[config.mk]
export PLATFORM = sky130hd
export DESIGN_NAME = split_mantissa_float32_multiplier
export DESIGN_NICKNAME = d
export VERILOG_FILES = /design/src/sv/smf_pkg.sv /design/src/sv/smf_mul.sv /design/src/sv/smf_norm.sv /design/src/sv/split_mantissa_float32_multiplier.sv
export SDC_FILE = /design/constraint.sdc
export NUM_CORES = 1
export LEC_CHECK = 0
export BUFFER_PORTS_ARGS = -buffer_cell sky130_fd_sc_hd__buf_2
export CORE_ASPECT_RATIO = 1.5
export CORE_MARGIN = 2
export CORE_UTILIZATION = 62
export DETAILED_ROUTE_END_ITERATION = 8
export GPL_ROUTABILITY_DRIVEN = 0
export GPL_TIMING_DRIVEN = 1
export PLACE_DENSITY = 0.8
export REMOVE_ABC_BUFFERS = 1
export SETUP_SLACK_MARGIN = 0.1
export SYNTH_ARGS = -nofsm -noshare
export SYNTH_HDL_FRONTEND = slang
export SYNTH_SLANG_ARGS = --single-unit
[constraint.sdc]
create_clock -name clk -period 5.85 [get_ports clk]
set_input_delay 0.2925 -clock clk [delete_from_list [all_inputs] [get_ports clk]]
set_output_delay 0.2925 -clock clk [all_outputs]
set_load 0.03 [all_outputs]
[src/sv/smf_pkg.sv]
`default_nettype none
package smf_pkg;
  localparam int unsigned WordW   = 32;
  localparam int unsigned FracW   = 23;
  localparam int unsigned ExpW    = 8;
  localparam int unsigned LowW    = 11;
  localparam int unsigned HighW   = 13;
  localparam int unsigned SumW    = 26;
  localparam logic [8:0]  ExpBias = 9'h081;
  localparam logic [SumW-1:0] MantBias = 26'h2;

  typedef struct packed {
    logic              sign;
    logic [8:0]        esum;
    logic [HighW-1:0]  ah;
    logic [LowW-1:0]   al;
    logic [HighW-1:0]  bh;
    logic [LowW-1:0]   bl;
  } split_t;

  typedef struct packed {
    logic              sign;
    logic [8:0]        esum;
    logic [SumW-1:0]   hh;
    logic [SumW-1:0]   hl;
    logic [SumW-1:0]   lh;
  } part_t;

  typedef struct packed {
    logic              sign;
    logic [8:0]        esum;
    logic [SumW-1:0]   sum;
  } msum_t;
endpackage
`default_nettype wire

[src/sv/smf_mul.sv]
`default_nettype none
// partial products of the split mantissas, one register stage
module smf_mul (
  input  wire logic            clk,
  input  wire logic            rst_n,
  input  wire logic            vld_i,
  input  smf_pkg::split_t      d_i,
  output logic                 vld_o,
  output smf_pkg::part_t       d_o
);
  logic vld_r;
  smf_pkg::part_t d_r, d_nxt;

  always_comb begin
    d_nxt.sign = d_i.sign;
    d_nxt.esum = d_i.esum;
    d_nxt.hh = smf_pkg::SumW'(d_i.ah * d_i.bh);
    d_nxt.hl = smf_pkg::SumW'(d_i.ah * d_i.bl);
    d_nxt.lh = smf_pkg::SumW'(d_i.al * d_i.bh);
  end

  always_ff @(posedge clk) begin
    if (!rst_n) begin
      vld_r <= 1'b0;
    end else begin
      vld_r <= vld_i;
    end
    d_r <= d_nxt;
  end

  assign vld_o = vld_r;
  assign d_o = d_r;
endmodule
`default_nettype wire

[src/sv/smf_norm.sv]
`default_nettype none
// mantissa sum stage then normalize and pack stage
module smf_norm (
  input  wire logic            clk,
  input  wire logic            rst_n,
  input  wire logic            vld_i,
  input  smf_pkg::part_t       d_i,
  output logic                 vld_o,
  output logic [31:0]          word_o
);
  logic vld1_r, vld2_r;
  smf_pkg::msum_t s_r, s_nxt;
  logic [31:0] w_r, w_nxt;
  logic top;
  logic [7:0] exp_f;

  always_comb begin
    s_nxt.sign = d_i.sign;
    s_nxt.esum = d_i.esum;
    s_nxt.sum = d_i.hh + (d_i.hl >> smf_pkg::LowW) + (d_i.lh >> smf_pkg::LowW)
                + smf_pkg::MantBias;
  end

  always_comb begin
    top = s_r.sum[25];
    if (!s_r.esum[8]) begin
      exp_f = 8'h00;
    end else if (top) begin
      exp_f = s_r.esum[7:0] + 8'd1;
    end else begin
      exp_f = s_r.esum[7:0];
    end
    w_nxt = {s_r.sign, exp_f, top ? s_r.sum[24:2] : s_r.sum[23:1]};
  end

  always_ff @(posedge clk) begin
    if (!rst_n) begin
      vld1_r <= 1'b0;
      vld2_r <= 1'b0;
    end else begin
      vld1_r <= vld_i;
      vld2_r <= vld1_r;
    end
    s_r <= s_nxt;
    w_r <= w_nxt;
  end

  assign vld_o = vld2_r;
  assign word_o = w_r;
endmodule
`default_nettype wire

[src/sv/split_mantissa_float32_multiplier.sv]
`default_nettype none
// Approximate single-precision multiplier, fully pipelined: one request per
// clock, busy is always low, and out_valid strobes the product after the
// input split, partial multiply, mantissa sum and normalize/pack registers.
// The receiver cannot stall; each product is shown for one cycle only.
module split_mantissa_float32_multiplier (
  input  wire logic        clk,
  input  wire logic        rst_n,
  input  wire logic        start,
  output logic             busy,
  input  wire logic [31:0] in_operand_a,
  input  wire logic [31:0] in_operand_b,
  output logic             out_valid,
  output logic [31:0]      out_product
);
  logic vld0_r, vld1;
  smf_pkg::split_t sp_r, sp_nxt;
  smf_pkg::part_t pp;

  always_comb begin
    sp_nxt.sign = in_operand_a[31] ^ in_operand_b[31];
    sp_nxt.esum = {1'b0, in_operand_a[30:23]} + {1'b0, in_operand_b[30:23]}
                  + smf_pkg::ExpBias;
    sp_nxt.ah = {1'b1, in_operand_a[22:11]};
    sp_nxt.al = in_operand_a[10:0];
    sp_nxt.bh = {1'b1, in_operand_b[22:11]};
    sp_nxt.bl = in_operand_b[10:0];
  end

  always_ff @(posedge clk) begin
    if (!rst_n) begin
      vld0_r <= 1'b0;
    end else begin
      vld0_r <= start;
    end
    sp_r <= sp_nxt;
  end

  assign busy = 1'b0;

  smf_mul u_mul (
    .clk(clk), .rst_n(rst_n), .vld_i(vld0_r), .d_i(sp_r), .vld_o(vld1), .d_o(pp)
  );

  smf_norm u_norm (
    .clk(clk), .rst_n(rst_n), .vld_i(vld1), .d_i(pp),
    .vld_o(out_valid), .word_o(out_product)
  );
endmodule
`default_nettype wire

==> run summary, run 1 <==
area of placed instances: 21400 um2
Distinct cells, synth: 77
RSZ-0062 raised after global routing: false
Crit Path Category: reg2reg
EDFF count, synth: 0
vias per inst: 5.52
row count: 81
vias: 15028
die footprint: 34500 um2
Worst-path clk slew: 0.07 ns
final total power: 0.0133 W
placed wire-length estimate: 36.2 mm
H-tree levels: 4
max cap viols: 0
clock network power share: 9.4%
DRC: 0
Gate Count Post-Synth: 2177
Fillers: 2409
CTS tree: done
DRT Pass-1 Iters: 6
# IOs: 101
ANT nets after route: 0
global-route usage over all layers: 27.6%
# setup viols final: 0
Int Power: 0.00677 W
clk sinks: 189
worst vdd ir: 0.000502 V
drt wl/cell: 16.7 um
Num CTS Buffers: 17
Slew headroom: 24.2%
Initial Util: 62.8%
Core ar.: 32500 um2
status: finished clean
Iteration-0 DRC Markers: 1018
Worst Skew: 0.0125 ns
Synth Warn #: 0
GR Overflow Total: 0
Seq/Total Area, Yosys: 18.5%
largest net degree at the start of global routing: 30
crit path time final: 5.52 ns
die height: 226 um
Crit path required time: 6.19 ns
Comb pwr share: 73.9%
Flop pwr share: 16.6%
slew at the pin with the worst max-slew slack: 1.14 ns
clk_lat worst skew: 0.46 ns
critical-path cell with the highest stage delay: dfxtp_1
Seq cells post-synth: 189
number of diodes: 0
layout cells sized above 1: 9.63%
Synth Cell Area: 20400 um2
clk buf depth: 2
worst hold path class: in2reg
die width: 152 um
setup TNS: 0 ns
Highest Clock Rate: 181 MHz
CP Launch Type: flop
critical path peak fanout: 18
max incr delay on CP: 0.86 ns
clk root buf: clkbuf_16
initial antenna violation count: 1
period utilisation layout: 94.4%
ys flop type: dfxtp_1
Sw Pwr: 0.00653 W
fin nets: 2907
PwrDens: 591 nW/um2
vias in the first global route: 15665
switching share of total power: 49.1%
P_leak: 11.5 nW
Final Hold Viols: 0
Max Transition Viols Final: 0
first-pass GRT wire length: 75.8 mm
Avg Cell Area, Syn: 9.39 um2
critical path capture point type: flop
final WL: 45.5 mm
CP Data Arrival Time: 5.86 ns
cell area after layout: 22500 um2
Area growth syn-to-layout: 10.2%
Async S/R FF share, synth: 0%
most used cell along the critical path: fa_1
Cell Chain, Critical Path: nand2_1 > fa_1 > fa_1 > inv_1 > fa_1 > fa_1 > inv_1 > fa_1 > inv_1 > ha_1 > o21ai_1 > nand2b_1 > and3_1 > a221o_1 > a31oi_4 > nor4bb_1 > or3_1
IO Port Bufs: 99
[layout make-up]
class,count,area (um2),area share [%]
multi-input combinational,1446,14600,64.9
tap,415,519,2.31
clock buffer,18,439,1.95
timing repair buffer,183,1240,5.51
clock inverter,14,203,0.900
sequential,189,3790,16.8
inverter,456,1720,7.61
[synthesized netlist by cell type (all sizes together) (18+ instances only)]
cell type	n	area share (%)
ha	218	13
a21o	27	0.99
nor2	57	1.0
xnor2	42	1.8
xor2	21	0.90
clkbuf	76	1.4
mux2	23	1.3
o21ai	27	0.66
a21oi	49	1.2
fa	329	32
nand3	18	0.47
nor3	28	0.73
inv	455	8.4
and2	175	5.4
nand2	265	4.9
dfxtp	189	19
[kinds of logic after synthesis]
group | after synthesis | share of synthesized area, %
compound gates | 188 | 6.60
xor+xnor | 63 | 2.70
fa+ha+maj | 547 | 45.6
buf+inv | 542 | 10.0
flops | 189 | 18.5
mux | 30 | 1.61
other cells | 1 | 0.0183
simple gates | 617 | 15.0
[worst max-delay path, delay by kind of cell, from the launching register on]
kind | cells | cell delay [ns]
flip-flops | 1 | 0.86
buffers and inverters | 3 | 0.17
AND/OR/NAND/NOR | 5 | 0.88
adder cells (fa/ha/maj) | 6 | 2.67
AO/OA/AOI/OAI | 3 | 0.80
[metal layers]
layer / share of wire [%] / vias up / global-route usage [%]
met5: 0 / - / 0
met4: 4.6 / 0 / 12.4
met3: 6.8 / 159 / 4.55
met2: 50 / 647 / 48.8
met1: 38 / 7272 / 33.1
li1: - / 6950 / -
[worst paths after layout]
check / startpoint / depth (start not counted) / slack (ns) / to
setup / recovery: sp_r[35] / 17 / 0.33 / u_mul.d_o[74]
hold / removal: in_operand_a[31] / 2 / 0.02 / sp_r[57]
setup reg to reg: sp_r[35] / 17 / 0.33 / u_mul.d_o[74]
hold reg to reg: u_norm.s_r[35] / 0 / 0.32 / u_norm.word_o[31]
[power by group through the flow]
stage,sequential (W),combinational (W),clock [W]
6_report,0.00221,0.00984,0.00125
5_1_grt,0.00226,0.0111,0.00133
4_1_cts,0.00221,0.00978,0.00128
3_5_place_dp,0.00224,0.00966,0
3_3_place_gp,0.00223,0.00930,0
2_1_floorplan,0.00235,0.00726,0
[flip-flops by register name (all words and copies together), names as in the netlist]
name / flops
u_norm.vld1_r: 1
u_mul.vld_o: 1
u_mul.d_o: 62
u_norm.s_r: 35
vld0_r: 1
sp_r: 56
u_norm.word_o: 32
u_norm.vld_o: 1
[layout by cell type, fill, tap and decap left out, types with 7 or more instances in the layout]
cell type	instances
ha_1	218
nor2_1	56
dfxtp_1	182
xor2_1	21
a21o_1	27
buf_4	38
mux2i_1	7
o21ai_0	23
nand4_1	14
and2_1	174
mux2_2	23
xnor2_1	42
buf_2	99
a31oi_1	8
o21bai_1	8
nor2b_1	8
nand2_1	265
nor3_1	26
inv_1	454
or3_1	9
and3_1	12
fa_1	329
clkbuf_16	17
a21oi_1	48
dfxtp_2	7
nand3_1	17
dlygate4sd3_1	46
[per-stage QoR]
| stage | hold slack (ns) | cells | setup slack, ns | util (%) |
|---|---|---|---|---|
| 6_report | 0.0228 | 2721 | 0.326 | 69.2 |
| 5_1_grt | 0.0124 | 2721 | 0.100 | 69.2 |
| 4_1_cts | 0.00255 | 2718 | 0.247 | 69.1 |
| 3_5_place_dp | 0.312 | 2640 | -0.0772 | 65.7 |
| 3_3_place_gp | 0.310 | 2640 | 0.109 | 65.7 |
| 2_1_floorplan | 0.310 | 2091 | 0.638 | - |
[timing repair]
item / CTS / global route
setup endpoints to repair: 5 / 4
hold buffers: 46 / 0
gates cloned: 0 / 0
endpoints found under the hold margin: 46 / 0
resized for setup: 1 / 9
setup buffers: 0 / 3
Note: power is estimated with default switching activity, not from simulation.
==> run 2, diff against run 1 <==
Settings changed: CORE_MARGIN 2 to 1.5.
Clock period 5.85 ns to 6.53 ns, I/O delays scaled along.
==> run 2 against run 1 <==
Net effect:
- hold slack improved by 0.028 ns
- utilization decreased by 0.41 points
- register-to-register slack improved by 0.28 ns
- clock power decreased by 13%
- final area decreased by 0.59%
- routed wire length increased by 0.48%
- clock skew increased by 0.0081 ns
- die area decreased by 1.1%
- power decreased by 9.9%
- sequential power decreased by 9.5%
- non-clock buffer count decreased by 12
==> run summary, run 2 (synthesis gave the netlist of run 1 again) <==
status: finished clean (unchanged)
Crit Path Category: reg2reg (unchanged)
Comb pwr share: 74.3% (was 73.9%)
global-route usage over all layers: 28.7% (was 27.6%)
Max Transition Viols Final: 0 (unchanged)
slew at the pin with the worst max-slew slack: 1.15 ns (was 1.14 ns)
commonest cells after routing, fill and taps aside: inv_1, fa_1, nand2_1, ha_1, dfxtp_1 (unchanged)
clk sinks: 189 (unchanged)
Final Hold Viols: 0 (unchanged)
Stages on worst setup path: 17 (unchanged)
clock network power share: 9.1% (was 9.4%)
Int Power: 0.00600 W (was 0.00677 W)
fin nets: 2895 (was 2907)
period utilisation layout: 90.7% (was 94.4%)
R2R cell count: 17 (unchanged)
crit path time final: 5.92 ns (was 5.52 ns)
placed wire-length estimate: 36.6 mm (was 36.2 mm)
setup TNS: 0 ns (unchanged)
GR peak layer: met2 (unchanged)
commonest non-fill, non-tap cell in the layout: inv_1 (unchanged)
Critical Path Sink: u_mul.d_o[74] (unchanged)
Top delay family on crit path: adder cells (unchanged)
Area growth syn-to-layout: 9.54% (was 10.2%)
IO Port Bufs: 99 (unchanged)
clk_lat worst skew: 0.46 ns (about the same)
Sw Pwr: 0.00598 W (was 0.00653 W)
DRC: 0 (unchanged)
final total power: 0.0120 W (was 0.0133 W)
cts repair resizes: 0 (was 1)
Highest Clock Rate: 169 MHz (was 181 MHz)
P_leak: 11.5 nW (about the same)
switching share of total power: 49.9% (was 49.1%)
Worst-path clk slew: 0.08 ns (was 0.07 ns)
Crit Reg-Reg Endpoint: u_mul.d_o[74] (unchanged)
r2r setup slk: 0.61 ns (was 0.33 ns)
met1 usage: 33.3% (was 33.1%)
critical path capture point type: flop (unchanged)
# setup viols final: 0 (unchanged)
max incr delay on CP: 0.94 ns (was 0.86 ns)
worst hold path class: in2reg (unchanged)
H-tree levels: 4 (unchanged)
critical-path cell with the highest stage delay: dfxtp_1 (unchanged)
# IOs: 101 (unchanged)
max cap viols: 0 (unchanged)
ANT nets after route: 0 (unchanged)
initial antenna violation count: 0 (was 1)
clk buf depth: 2 (unchanged)
Flop pwr share: 16.6% (about the same)
clk root buf: clkbuf_16 (unchanged)
Largest register FFs: 62 (unchanged)
Worst Skew: 0.0206 ns (was 0.0125 ns)
Core ar.: 32500 um2 (unchanged)
die width: 151 um (was 152 um)
largest net degree at the start of global routing: 30 (unchanged)
Cell Chain, Critical Path: inv_1 > fa_1 > fa_1 > fa_1 > inv_1 > fa_1 > inv_1 > fa_1 > inv_1 > ha_1 > inv_1 > nor3_1 > and2_2 > a221o_1 > a31oi_4 > nor4bb_1 > or3_1 (was nand2_1 > fa_1 > fa_1 > inv_1 > fa_1 > fa_1 > inv_1 > fa_1 > inv_1 > ha_1 > o21ai_1 > nand2b_1 > and3_1 > a221o_1 > a31oi_4 > nor4bb_1 > or3_1)
PwrDens: 535 nW/um2 (was 591 nW/um2)
CP Data Arrival Time: 6.26 ns (was 5.86 ns)
die height: 225 um (was 226 um)
fin util: 68.8% (was 69.2%)
DRT Pass-1 Iters: 5 (was 6)
vias: 15040 (was 15028)
Buffers & Inverters on Critical Path: 5 (was 3)
CTS tree: done (unchanged)
CP Launch Type: flop (unchanged)
GR Overflow Total: 0 (unchanged)
Num CTS Buffers: 17 (unchanged)
final WL: 45.8 mm (was 45.5 mm)
die footprint: 34100 um2 (was 34500 um2)
met3 usage: 5.10% (was 4.55%)
Crit path required time: 6.87 ns (was 6.19 ns)
Iteration-0 DRC Markers: 1049 (was 1018)
vias in the first global route: 16020 (was 15665)
row count: 81 (unchanged)
Initial Util: 62.8% (unchanged)
Critical Path Start: sp_r[40] (was sp_r[35])
met2 usage: 49.9% (was 48.8%)
RSZ-0062 raised after global routing: false (unchanged)
Slew headroom: 23.5% (was 24.2%)
worst vdd ir: 0.000546 V (was 0.000502 V)
layout cells sized above 1: 8.72% (was 9.63%)
first-pass GRT wire length: 75.5 mm (was 75.8 mm)
vias per inst: 5.55 (was 5.52)
drt wl/cell: 16.9 um (was 16.7 um)
critical path peak fanout: 22 (was 18)
number of diodes: 0 (unchanged)
Worst R2R Start: sp_r[40] (was sp_r[35])
[run 2: changes by cell type in the layout (fill, tap and decap cells not counted)]
cell,before,now
buf_4,38,26
dfxtp_1,182,189
dfxtp_2,7,0
clkinvlp_4,4,0
inv_6,2,5
bufinv_16,3,1
clkinv_8,2,4
a2111oi_1,0,1
a2111oi_2,2,1
inv_1,454,455
nor2_1,56,57
nor2_2,1,0
[run 2: worst register-to-register path, delay by kind of cell (launching register included)]
family / cells / cell delay (ns)
AOI/OAI and AO/OA: 2 / 0.59
DFF: 1 / 0.94
buffers and inverters: 5 / 0.68
adders and majority gates: 6 / 2.80
and+or+nand+nor: 4 / 0.80
[run 2: worst min-delay path by stage]
stage                                start              to  slack, ns  cells past startpoint
after floorplan                   sp_r[48]   u_mul.d_o[78]       0.31                      0
after global placement       u_mul.d_o[87]  u_norm.s_r[35]       0.31                      0
after detailed placement     u_mul.d_o[83]  u_norm.s_r[31]       0.31                      0
after CTS                 in_operand_a[31]        sp_r[57]       0.02                      2
after global routing      in_operand_b[31]        sp_r[57]       0.03                      2
final                     in_operand_a[31]        sp_r[57]       0.05                      2
[run 2: per-stage QoR]
step | cells | hold slack, ns | area, um2 | setup slack [ns]
2_1_floorplan | 2091 | 0.310 | 20100 | 1.32
3_3_place_gp | 2631 | 0.309 | 21300 | 0.796
3_5_place_dp | 2631 | 0.312 | 21300 | 0.745
4_1_cts | 2709 | 0.0230 | 22400 | 0.696
5_1_grt | 2709 | 0.0322 | 22400 | 0.377
6_report | 2709 | 0.0506 | 22400 | 0.609
[run 2: final cells by class]
class / instances / area [um2]
Clock buffer: 18 / 439
Clock inverter: 14 / 179
Fill cell: 2400 / 10100
Inverter: 456 / 1710
Multi-Input combinational cell: 1446 / 14600
Sequential cell: 189 / 3780
Tap cell: 415 / 519
Timing Repair Buffer: 171 / 1150
[run 2: what timing repair did]
action                                  in CTS  in global routing
setup buffers                                0                  0
hold endpoints to repair                    46                  0
hold buffers                                46                  0
endpoints found under the setup margin       0                  0
[run 2: per-layer routing]
| layer | wire length [um] | up-vias |
|---|---|---|
| met5 | 0 | - |
| met4 | 2470 | 0 |
| met3 | 3080 | 155 |
| met2 | 23200 | 670 |
| met1 | 17000 | 7298 |
| li1 | - | 6917 |
[run 2: power by group through the flow]
| stage | Clock, W | Sequential (W) | Combinational, W |
|---|---|---|---|
| floorplan | 0 | 0.00211 | 0.00651 |
| global placement | 0 | 0.00201 | 0.00840 |
| detailed placement | 0 | 0.00202 | 0.00874 |
| CTS | 0.00111 | 0.00200 | 0.00885 |
| global route | 0.00116 | 0.00204 | 0.00998 |
| finish | 0.00109 | 0.00200 | 0.00890 |
